File: config.mk
export PLATFORM = sky130hd
export DESIGN_NAME = text_packet_route_classifier_core
export DESIGN_NICKNAME = d
export VERILOG_FILES = /design/src/rtl/core/tprc_pkg.sv /design/src/rtl/core/tprc_parse.sv /design/src/rtl/core/tprc_classify.sv /design/src/rtl/core/text_packet_route_classifier_core.sv
export SDC_FILE = /design/constraint.sdc
export NUM_CORES = 1
export LEC_CHECK = 0
export ABC_AREA = 1
export BUFFER_PORTS_ARGS = -buffer_cell sky130_fd_sc_hd__buf_2
export CORE_ASPECT_RATIO = 0.8
export CORE_MARGIN = 4
export CORE_UTILIZATION = 43
export DETAILED_ROUTE_END_ITERATION = 16
export REMOVE_ABC_BUFFERS = 1
export SLEW_MARGIN = 20
export SYNTH_ARGS = -nofsm -noshare
export SYNTH_HDL_FRONTEND = slang
export SYNTH_HIERARCHICAL = 1
export SYNTH_SLANG_ARGS = --single-unit
File: constraint.sdc
create_clock -name clk -period 17.4 [get_ports clk]
set_clock_uncertainty 0.15 [all_clocks]
set_input_delay 0 -clock clk [delete_from_list [all_inputs] [get_ports clk]]
set_output_delay 0 -clock clk [all_outputs]
set_load 0.01 [all_outputs]
File: src/rtl/core/tprc_pkg.sv
// tprc_pkg: shared types, constants and helper functions of the text packet route classifier
// no dependencies; imported by tprc_parse, tprc_classify and the core top level
`default_nettype none

package tprc_pkg;

	localparam int ROUTE_ENTRIES = 3;
	localparam int ENTRY_IDX_W   = (ROUTE_ENTRIES > 1) ? $clog2(ROUTE_ENTRIES) : 1;
	localparam int ENTRY_W       = 40;
	localparam int ADDR_W        = 32;
	localparam int LEN_W         = 6;
	localparam int TTL_W         = 16;
	localparam int OCTETS        = 4;
	localparam int CNT_W         = 32;
	localparam int NUM_COUNTERS  = 5;

	localparam int CNT_EXPIRED    = 0;
	localparam int CNT_UNROUTABLE = 1;
	localparam int CNT_DIRECT     = 2;
	localparam int CNT_HOP_B      = 3;
	localparam int CNT_HOP_C      = 4;

	localparam logic [2:0] FIELD_DEST   = 3'd2;
	localparam logic [2:0] FIELD_TTL    = 3'd3;
	localparam logic [2:0] FIELD_ALL    = 3'd4;
	localparam logic [2:0] FIELD_MAX    = 3'd7;
	localparam logic [3:0] DEST_CHR_MAX = 4'd15;
	localparam logic [1:0] DIGITS_MAX   = 2'd3;
	localparam logic [2:0] OCTET_LIMIT  = 3'd4;
	localparam logic [1:0] MATCH_NONE   = 2'd3;
	localparam logic [TTL_W-1:0] TTL_LIVE_MIN = 16'd2;
	localparam logic [LEN_W-1:0] LEN_FULL = 6'd32;

	localparam logic [7:0] CH_ZERO  = 8'h30;
	localparam logic [7:0] CH_NINE  = 8'h39;
	localparam logic [7:0] CH_COMMA = 8'h2C;
	localparam logic [7:0] CH_DOT   = 8'h2E;
	localparam logic [7:0] CH_LC_A  = 8'h61;
	localparam logic [7:0] CH_LC_Z  = 8'h7A;
	localparam logic [7:0] CH_UC_A  = 8'h41;
	localparam logic [7:0] CH_UC_Z  = 8'h5A;

	typedef enum logic [2:0] {
		CLS_MALFORMED,
		CLS_EXPIRED,
		CLS_UNROUTABLE,
		CLS_DIRECT,
		CLS_HOP_B,
		CLS_HOP_C,
		CLS_NO_HOP
	} class_t;

	typedef enum logic [1:0] {
		HOP_DIRECT,
		HOP_B,
		HOP_C,
		HOP_NONE
	} hop_t;

	typedef struct packed {
		hop_t              hop;
		logic [LEN_W-1:0]  len;
		logic [ADDR_W-1:0] addr;
	} route_t;

	typedef struct packed {
		logic [2:0]        field_index;
		logic [TTL_W-1:0]  ttl;
		logic [ADDR_W-1:0] dest;
	} pkt_sum_t;

	typedef struct packed {
		class_t                               cls;
		logic [1:0]                           match;
		logic [ADDR_W-1:0]                    dest;
		logic [NUM_COUNTERS-1:0][CNT_W-1:0]   counts;
	} result_t;

	function automatic logic is_digit(input logic [7:0] c);
		return (c >= CH_ZERO) && (c <= CH_NINE);
	endfunction

	function automatic logic is_kept(input logic [7:0] c);
		return is_digit(c) || ((c >= CH_LC_A) && (c <= CH_LC_Z)) ||
			((c >= CH_UC_A) && (c <= CH_UC_Z)) || (c == CH_DOT);
	endfunction

	function automatic logic [ADDR_W-1:0] prefix_mask(input logic [LEN_W-1:0] len);
		logic [LEN_W-1:0] lc;
		lc = (len > LEN_FULL) ? LEN_FULL : len;
		if (lc == '0) begin
			return '0;
		end
		return {ADDR_W{1'b1}} << (LEN_FULL - lc);
	endfunction

endpackage

`default_nettype wire

File: src/rtl/core/tprc_parse.sv
// tprc_parse: per-word field parser (commas, ttl decimal, dotted destination)
// depends on tprc_pkg; feeds the packet summary to tprc_classify
`default_nettype none

module tprc_parse (
	input  wire logic               clk,
	input  wire logic               arst_n,
	input  wire logic               step,
	input  wire logic [7:0]         char_byte,
	input  wire logic               last_byte,
	output tprc_pkg::pkt_sum_t      pkt
);
	import tprc_pkg::*;

	logic [2:0]              field_q, field_d;
	logic                    first_q, first_d;
	logic [TTL_W-1:0]        ttl_q, ttl_d;
	logic                    ttl_stop_q, ttl_stop_d;
	logic [OCTETS-1:0][7:0]  oct_q, oct_d;
	logic [2:0]              oct_idx_q, oct_idx_d;
	logic [1:0]              dig_q, dig_d;
	logic [3:0]              dchr_q, dchr_d;
	logic [3:0]              digit;
	logic [19:0]             ttl_wide;
	logic [1:0]              oct_sel;

	always_comb begin
		digit    = 4'(char_byte - CH_ZERO);
		ttl_wide = 20'(ttl_q) * 20'd10 + 20'(digit);
		oct_sel  = oct_idx_q[1:0];

		field_d    = field_q;
		first_d    = first_q;
		ttl_d      = ttl_q;
		ttl_stop_d = ttl_stop_q;
		oct_d      = oct_q;
		oct_idx_d  = oct_idx_q;
		dig_d      = dig_q;
		dchr_d     = dchr_q;

		if (first_q) begin
			first_d = 1'b0;
		end else if (char_byte == CH_COMMA) begin
			if (field_q < FIELD_MAX) begin
				field_d = field_q + 3'd1;
			end
		end else if (is_kept(char_byte)) begin
			if (field_q == FIELD_TTL && !ttl_stop_q) begin
				if (is_digit(char_byte)) begin
					ttl_d = (ttl_wide > 20'hFFFF) ? {TTL_W{1'b1}} : ttl_wide[TTL_W-1:0];
				end else begin
					ttl_stop_d = 1'b1;
				end
			end else if (field_q == FIELD_DEST && dchr_q < DEST_CHR_MAX) begin
				dchr_d = dchr_q + 4'd1;
				if (char_byte == CH_DOT) begin
					if (oct_idx_q < OCTET_LIMIT) begin
						oct_idx_d = oct_idx_q + 3'd1;
					end
					dig_d = '0;
				end else if (is_digit(char_byte) && oct_idx_q < OCTET_LIMIT &&
					dig_q < DIGITS_MAX) begin
					oct_d[oct_sel] = 8'(oct_q[oct_sel] * 8'd10 + 8'(digit));
					dig_d          = dig_q + 2'd1;
				end
			end
		end

		pkt.field_index = field_d;
		pkt.ttl         = ttl_d;
		pkt.dest        = {oct_d[0], oct_d[1], oct_d[2], oct_d[3]};
	end

	always_ff @(posedge clk or negedge arst_n) begin
		if (!arst_n) begin
			field_q    <= '0;
			first_q    <= 1'b1;
			ttl_q      <= '0;
			ttl_stop_q <= 1'b0;
			oct_q      <= '0;
			oct_idx_q  <= '0;
			dig_q      <= '0;
			dchr_q     <= '0;
		end else if (step && last_byte) begin
			field_q    <= '0;
			first_q    <= 1'b1;
			ttl_q      <= '0;
			ttl_stop_q <= 1'b0;
			oct_q      <= '0;
			oct_idx_q  <= '0;
			dig_q      <= '0;
			dchr_q     <= '0;
		end else if (step) begin
			field_q    <= field_d;
			first_q    <= first_d;
			ttl_q      <= ttl_d;
			ttl_stop_q <= ttl_stop_d;
			oct_q      <= oct_d;
			oct_idx_q  <= oct_idx_d;
			dig_q      <= dig_d;
			dchr_q     <= dchr_d;
		end
	end

endmodule

`default_nettype wire

File: src/rtl/core/tprc_classify.sv
// tprc_classify: route table, first-match prefix lookup, statistics counters, result register
// depends on tprc_pkg; takes the packet summary from tprc_parse
`default_nettype none

module tprc_classify (
	input  wire logic                                clk,
	input  wire logic                                arst_n,
	input  wire logic                                cfg_we,
	input  wire logic [tprc_pkg::ENTRY_IDX_W-1:0]    cfg_index,
	input  wire logic [tprc_pkg::ENTRY_W-1:0]        cfg_data,
	input  wire logic                                load,
	input  tprc_pkg::pkt_sum_t                       pkt,
	output tprc_pkg::result_t                        res
);
	import tprc_pkg::*;

	route_t                             table_q [ROUTE_ENTRIES];
	logic [NUM_COUNTERS-1:0][CNT_W-1:0] cnt_q, cnt_d;
	logic [NUM_COUNTERS-1:0]            bump;
	logic [ROUTE_ENTRIES-1:0]           hit;
	logic                               found;
	logic [ENTRY_IDX_W-1:0]             idx;
	class_t                             cls;
	logic [1:0]                         match;
	result_t                            res_q;

	always_comb begin
		for (int i = 0; i < ROUTE_ENTRIES; i++) begin
			hit[i] = (pkt.dest & prefix_mask(table_q[i].len)) == table_q[i].addr;
		end
		found = 1'b0;
		idx   = '0;
		for (int i = ROUTE_ENTRIES - 1; i >= 0; i--) begin
			if (hit[i]) begin
				found = 1'b1;
				idx   = ENTRY_IDX_W'(i);
			end
		end

		bump  = '0;
		match = MATCH_NONE;
		if (pkt.field_index != FIELD_ALL) begin
			cls = CLS_MALFORMED;
		end else if (pkt.ttl < TTL_LIVE_MIN) begin
			cls               = CLS_EXPIRED;
			bump[CNT_EXPIRED] = 1'b1;
		end else if (found) begin
			match = (32'(idx) < 32'(MATCH_NONE)) ? 2'(idx) : MATCH_NONE;
			case (table_q[idx].hop)
				HOP_DIRECT: begin
					cls              = CLS_DIRECT;
					bump[CNT_DIRECT] = 1'b1;
				end
				HOP_B: begin
					cls             = CLS_HOP_B;
					bump[CNT_HOP_B] = 1'b1;
				end
				HOP_C: begin
					cls             = CLS_HOP_C;
					bump[CNT_HOP_C] = 1'b1;
				end
				default: begin
					cls = CLS_NO_HOP;
				end
			endcase
		end else begin
			cls                  = CLS_UNROUTABLE;
			bump[CNT_UNROUTABLE] = 1'b1;
		end

		for (int k = 0; k < NUM_COUNTERS; k++) begin
			cnt_d[k] = (bump[k] && cnt_q[k] != {CNT_W{1'b1}}) ? cnt_q[k] + 32'd1 : cnt_q[k];
		end
	end

	always_ff @(posedge clk or negedge arst_n) begin
		if (!arst_n) begin
			for (int i = 0; i < ROUTE_ENTRIES; i++) begin
				table_q[i] <= '0;
			end
		end else if (cfg_we && 32'(cfg_index) < ROUTE_ENTRIES) begin
			table_q[cfg_index] <= route_t'(cfg_data);
		end
	end

	always_ff @(posedge clk or negedge arst_n) begin
		if (!arst_n) begin
			cnt_q <= '0;
		end else if (load) begin
			cnt_q <= cnt_d;
		end
	end

	// result payload
	always_ff @(posedge clk or negedge arst_n) begin
		if (!arst_n) begin
			res_q <= '0;
		end else if (load) begin
			res_q.cls    <= cls;
			res_q.match  <= match;
			res_q.dest   <= pkt.dest;
			res_q.counts <= cnt_d;
		end
	end

	assign res = res_q;

endmodule

`default_nettype wire

File: src/rtl/core/text_packet_route_classifier_core.sv
// text_packet_route_classifier_core: top level, input word register and result handshake
// depends on tprc_pkg, tprc_parse and tprc_classify
//
//   channel   signals                                   direction
//   in        in_valid/in_ready, char_byte, last_byte   into block
//   out       out_valid/out_ready, packet_class,        out of block
//             match_entry, dest_address, *_count
//   cfg       cfg_we, cfg_index, cfg_data               into block, write only
//
// one word per cycle unless held; an accepted word is parsed in the cycle that follows
// a word marked last has its result in the output register at the next edge
// the input register only holds when a last word waits on a full, stalled output register
// reset clears the route table, the counters and the parser state
`default_nettype none

module text_packet_route_classifier_core (
	input  wire logic                                clk,
	input  wire logic                                arst_n,
	input  wire logic                                in_valid,
	output logic                                     in_ready,
	input  wire logic [7:0]                          char_byte,
	input  wire logic                                last_byte,
	output logic                                     out_valid,
	input  wire logic                                out_ready,
	output logic [2:0]                               packet_class,
	output logic [1:0]                               match_entry,
	output logic [31:0]                              dest_address,
	output logic [31:0]                              expired_count,
	output logic [31:0]                              unroutable_count,
	output logic [31:0]                              direct_count,
	output logic [31:0]                              hop_b_count,
	output logic [31:0]                              hop_c_count,
	input  wire logic                                cfg_we,
	input  wire logic [tprc_pkg::ENTRY_IDX_W-1:0]    cfg_index,
	input  wire logic [tprc_pkg::ENTRY_W-1:0]        cfg_data
);
	import tprc_pkg::*;

	logic       valid_s1;
	logic [7:0] char_s1;
	logic       last_s1;
	logic       out_valid_q;
	logic       advance;
	logic       step;
	logic       load;
	pkt_sum_t   pkt;
	result_t    res;

	assign advance  = !last_s1 || !out_valid_q || out_ready;
	assign step     = valid_s1 && advance;
	assign load     = step && last_s1;
	assign in_ready = !valid_s1 || advance;

	always_ff @(posedge clk or negedge arst_n) begin
		if (!arst_n) begin
			valid_s1 <= 1'b0;
		end else if (in_valid && in_ready) begin
			valid_s1 <= 1'b1;
		end else if (step) begin
			valid_s1 <= 1'b0;
		end
	end

	always_ff @(posedge clk) begin
		if (in_valid && in_ready) begin
			char_s1 <= char_byte;
			last_s1 <= last_byte;
		end
	end

	always_ff @(posedge clk or negedge arst_n) begin
		if (!arst_n) begin
			out_valid_q <= 1'b0;
		end else if (load) begin
			out_valid_q <= 1'b1;
		end else if (out_ready) begin
			out_valid_q <= 1'b0;
		end
	end

	tprc_parse u_parse (
		.clk       (clk),
		.arst_n    (arst_n),
		.step      (step),
		.char_byte (char_s1),
		.last_byte (last_s1),
		.pkt       (pkt)
	);

	tprc_classify u_classify (
		.clk       (clk),
		.arst_n    (arst_n),
		.cfg_we    (cfg_we),
		.cfg_index (cfg_index),
		.cfg_data  (cfg_data),
		.load      (load),
		.pkt       (pkt),
		.res       (res)
	);

	assign out_valid        = out_valid_q;
	assign packet_class     = res.cls;
	assign match_entry      = res.match;
	assign dest_address     = res.dest;
	assign expired_count    = res.counts[CNT_EXPIRED];
	assign unroutable_count = res.counts[CNT_UNROUTABLE];
	assign direct_count     = res.counts[CNT_DIRECT];
	assign hop_b_count      = res.counts[CNT_HOP_B];
	assign hop_c_count      = res.counts[CNT_HOP_C];

`ifndef SYNTHESIS
	a_load_sets_valid: assert property (@(posedge clk) disable iff (!arst_n)
		load |=> out_valid_q)
		else $error("result load did not raise out_valid");

	a_no_overwrite: assert property (@(posedge clk) disable iff (!arst_n)
		(out_valid_q && !out_ready) |-> !load)
		else $error("pending result overwritten");

	a_empty_stage_ready: assert property (@(posedge clk) disable iff (!arst_n)
		!valid_s1 |-> in_ready)
		else $error("empty input register not ready");

	a_counts_hold: assert property (@(posedge clk) disable iff (!arst_n)
		!$past(load) |-> $stable(res.counts))
		else $error("counters changed without a result");
`endif

endmodule

`default_nettype wire
; Word-level counts from Yosys, hierarchy flattened
; Index checks and enable logic that the tools add are counted.
[word_totals]
output_inout_bits = 199
reg_bits = 390
[classes]
n_lt_le_gt_ge = 22
addsub = 15
reduce_logical = 50
n_shift = 3
eq_ne = 19
bitwise = 5
multipliers = 2
mux = 104
[op_table]
columns = cell, n
row1 = 32-bit two-way mux, 15
row2 = "32-bit by 1-bit adder with 32-bit output, second input constant", 5
row3 = "32-bit != test, second input constant", 5
row4 = 16-bit two-way mux, 8
row5 = 120-bit bitwise mux, 1
row6 = 40-bit two-way mux, 3
row7 = 32-bit AND, 3
row8 = 32-bit equality test, 3
row9 = "32-bit by 6-bit left shift with 32-bit output, first input constant", 3
row10 = 40-bit binary-select mux with 2-bit select, 1
row11 = 40-bit demux with 2-bit select, 1
row12 = 3-bit two-way mux, 18
row13 = 32-bit bitwise mux, 1
row14 = 2-bit two-way mux, 16
row15 = 4-bit two-way mux, 8
row16 = 1-bit two-way mux, 23
row17 = 20-bit by 4-bit adder with 20-bit output, 1
row18 = "20-bit by 16-bit greater-than comparator with 1-bit output, second input constant", 1
row19 = "16-bit by 3-bit multiplier with 19-bit output, second input constant", 1
row20 = "6-bit greater-than comparator, second input constant", 3
row21 = 1-bit logical AND, 18
row22 = 6-bit logical NOT, 3
row23 = 6-bit two-way mux, 3
row24 = "6-bit subtractor, first input constant", 3
row25 = 39 further kinds, 73

; Depth between registers and ports, before layout
[depth]
depth_word = 28
depth_mapped = 41

; Modules after synthesis
; Netlist, hierarchy kept.
[modules_own_cells]
columns = mod, instances, seq_area_each_um2, area_each_um2, cells_per_inst
row1 = tprc_classify, 1, 7932.6, 18418.9, 2441
row2 = tprc_parse, 1, 1552.7, 5764.3, 872
row3 = text_packet_route_classifier_core, 1, 320.3, 377.9, 23

; Worst setup path before layout
; No wires, ideal clock.
[synth_path]
path_type = register to register
start = register u_parse.oct_idx_q[0]
end = register u_classify.res_q, in the netlist u_classify/res[68]
slack_ns = 11.108
synth_period_minus_slack_ns = 6.292
path_stages_with_launch = 35
arrival_ns = 6.014
path_cell_list = dfrtp_1 > buf_2 > inv_1 > buf_1 > a21oi_1 > a21oi_1 > ha_1 > ha_1 > a21o_1 > a21oi_1 > xor2_1 > xor2_1 > xor2_1 > inv_1 > o21ai_0 > nand2_1 > xnor2_1 > nor2_1 > nand2_1 > nor2_1 > nand2_1 > nor2_2 > nand2_4 > nand2_1 > inv_1 > nand2_1 > nand3_1 > o21ai_0 > ha_1 > inv_1 > a211oi_1 > nand2_4 > inv_1 > nand3_1 > xnor2_1
[synth_lines]
columns = element, line
row1 = "start, declared", tprc_parse.sv:20  ; logic [2:0] oct_idx_q, oct_idx_d;
row2 = "start signal, assigned", tprc_parse.sv:99  ; oct_idx_q <= oct_idx_d;
row3 = "end, declared", tprc_classify.sv:25  ; result_t res_q;

==> flow_summary.yaml <==
clock_tree:
  post_cts_resized: 0
  clk-insertion-delay-late_ns: 0.59
  clk_path_buf_depth: 3
  cts_buffers: 43
  cts_tree: "built"
  clkTransAtPathRegs_ns: 0.06
  cts_sinks: 390
  clockRootBuffer: "clkbuf_16"
  htree_levels: 2
setup_path:
  slowest_stage: "dfrtp_1"
  critPathKind: "flip-flop to flip-flop"
  cpPeakStageDelay_ns: 0.66
  end_kind: "flip-flop"
  cp-start-kind: "flip-flop"
  crit_required_ns: 17.73
  crit_fanout: 18
  crit_arrival_ns: 7.49
  crit_buf_inv: 4
  path_common_cell: "nand2_1"
  cp_top_family: "compound AO/OA/AOI/OAI gates"
timing:
  slew_violations: 0
  min_period_over_period_pct: 41.1
  rsz0062_at_grt: "false"
  slew_headroom_pct: 28.7
  hold_viol: 3
  hold_slack_ns: -0.0149
  tightest_slew_ns: 1.07
  layout_setup_ws_ns: 10.24
  setup_tns_ns: 0
  period_needed_ns: 7.16
  setup_viol: 0
  max_freq_ghz: 0.140
pwr:
  finalPower_mw: 2.53
  cellPowerDensity_mw_per_mm2: 88.4
  combPwrFrac_pct: 22.0
  seqPwrFrac_pct: 40.3
  power.leakage_nw: 14.9
  p_int_mw: 1.69
  swShare_pct: 33.2
  clkPwrFrac_pct: 37.7
  p_sw_mw: 0.840
  peakVddDrop_uv: 64.7
global_routing:
  antenna_found_initial: 1
  grt_pass1_wl_um: 117000
  grt_usage_pct: 23.8
  grt_pass1_vias: 20700
  grt_start_max_net_pins: 148
  overflow: 0
status:
  violations: "hold timing"
  outcome: "finished with violations"
placement:
  io_buffer_count: 254
  place_congestion: 0.935
  preCtsSetupSlack_ns: 9.90
  hpwl_um: 54300
detailed_routing:
  wl_um: 74000
  drc: 0
  wl_per_cell_um: 16.7
  routed_via_density: 5.08
  first_pass_iters: 6
  postRouteAntennaNets: 0
  detailedRoute.firstIterationViolations: 1911
  num_vias: 22500
finish:
  nets: 3763
  layout-drive-gt1-share_pct: 13.2
  syn_to_final_growth_pct: 16.6
  n_antenna_cell: 0
  final_util_pct: 50.6
yosys:
  synth_area_sq_mm: 0.0246
  syn_avg_cell_area_sq_um: 7.36
  ys_warn_count: 6
  netlist_instances: 3335
floorplan:
  die_y_um: 222
  die_area_sq_mm: 0.0610
  rows: 78
  core-area_sq_mm: 0.0566
  dieWidth_um: 275
  io_pins: 255
  start_util_pct: 43.4
worst_hold_path:
  min-delay-path-class: "input pin to asynchronous set/reset pin"
run:
  max_cap_viol_count: 0
worst reg2reg max path, delay by kind of cell (launching register included):
family | cells | cell delay (ns)
DFF | 1 | 0.66
and+or+nand+nor | 14 | 1.52
AOI/OAI and AO/OA | 9 | 2.21
xor gates and xnor gates | 4 | 0.86
adders and majority gates | 3 | 0.97
buffers and inverters | 4 | 0.72
state kept, by name, summed over array words and instances, names as in the netlist:
name                flops
u_classify/res        197
u_classify/table_q    120
u_parse/oct_q          32
u_parse/ttl_q          16
char_s1                 8
u_parse/dchr_q          4
u_parse/field_q         3
u_parse/oct_idx_q       3
u_parse/dig_q           2
last_s1                 1
out_valid               1
u_parse/first_q         1
u_parse/ttl_stop_q      1
valid_s1                1
through the flow:
stage | instances | hold WS [ns] | cell area, sq um
detailed placement | 4286 | -0.0253 | 26500
global placement | 4286 | -0.0380 | 26500
global route | 4429 | 0.0240 | 28600
finish | 4429 | -0.0149 | 28600
CTS | 4429 | 0.00924 | 28600
floorplan | 3259 | -0.446 | 24200
repair_timing:
action,in CTS,in global routing
hold buffers,64,0
buffers inserted,0,0
hold endpoints to repair,239,0
metal layers:
metal	vias to the layer above	GRT usage, %	wire [um]
met5	-	0	13
met4	2	5.75	1630
met3	101	3.08	4380
met2	657	36.0	32000
met1	10500	36.2	36000
li1	11300	-	-
power groups by stage:
stage | clock, mW | sequential, mW | combinational, mW
after floorplan | 0 | 1.02 | 0.362
after global placement | 0 | 1.04 | 0.534
after detailed placement | 0 | 1.04 | 0.537
after CTS | 0.983 | 1.02 | 0.551
after global routing | 1.02 | 1.03 | 0.620
final | 0.954 | 1.02 | 0.558
worst paths after layout:
kind | endpoint | depth (start not counted) | startpoint | slack, ns
worst max-delay path | u_classify/res[101]$_DFFE_PN0P_ | 34 | u_parse/oct_idx_q[0]$_DFFE_PN0P_ | 10.24
worst min-delay path | u_classify/res[97]$_DFFE_PN0P_ | 3 | arst_n | -0.01
worst max register to register | u_classify/res[101]$_DFFE_PN0P_ | 34 | u_parse/oct_idx_q[0]$_DFFE_PN0P_ | 10.24
worst min register to register | u_parse/dchr_q[3]$_DFFE_PN0P_ | 1 | u_parse/dchr_q[3]$_DFFE_PN0P_ | 0.32
max in group asynchronous | u_classify/res[36]$_DFFE_PN0P_ | 3 | arst_n | 16.34
min in group clk | u_classify/table_q[0]$_DFFE_PN0P_ | 5 | cfg_index[1] | 0.04
layout by cell type, fill, tap and decap left out, types with 70 or more instances in the layout:
| cell type | instances |
|---|---|
| a21oi_1 | 79 |
| buf_2 | 253 |
| dfrtp_1 | 380 |
| inv_1 | 458 |
| nand2_1 | 965 |
| nand3_1 | 219 |
| nand4_1 | 71 |
| nor2_1 | 246 |
| nor3_1 | 70 |
| o21ai_0 | 240 |
| xor2_1 | 100 |
final cells by class:
| cell class | instances | area, sq um |
|---|---|---|
| clock inverters | 19 | 220 |
| fillers | 5662 | 28000 |
| flip-flops and latches | 390 | 9810 |
| well taps | 760 | 951 |
| multi-input cells | 2399 | 12600 |
| repair buffers | 331 | 2050 |
| inverters | 470 | 1770 |
| clock buffers | 60 | 1240 |
No activity file was read; power rests on OpenSTA's default activity.
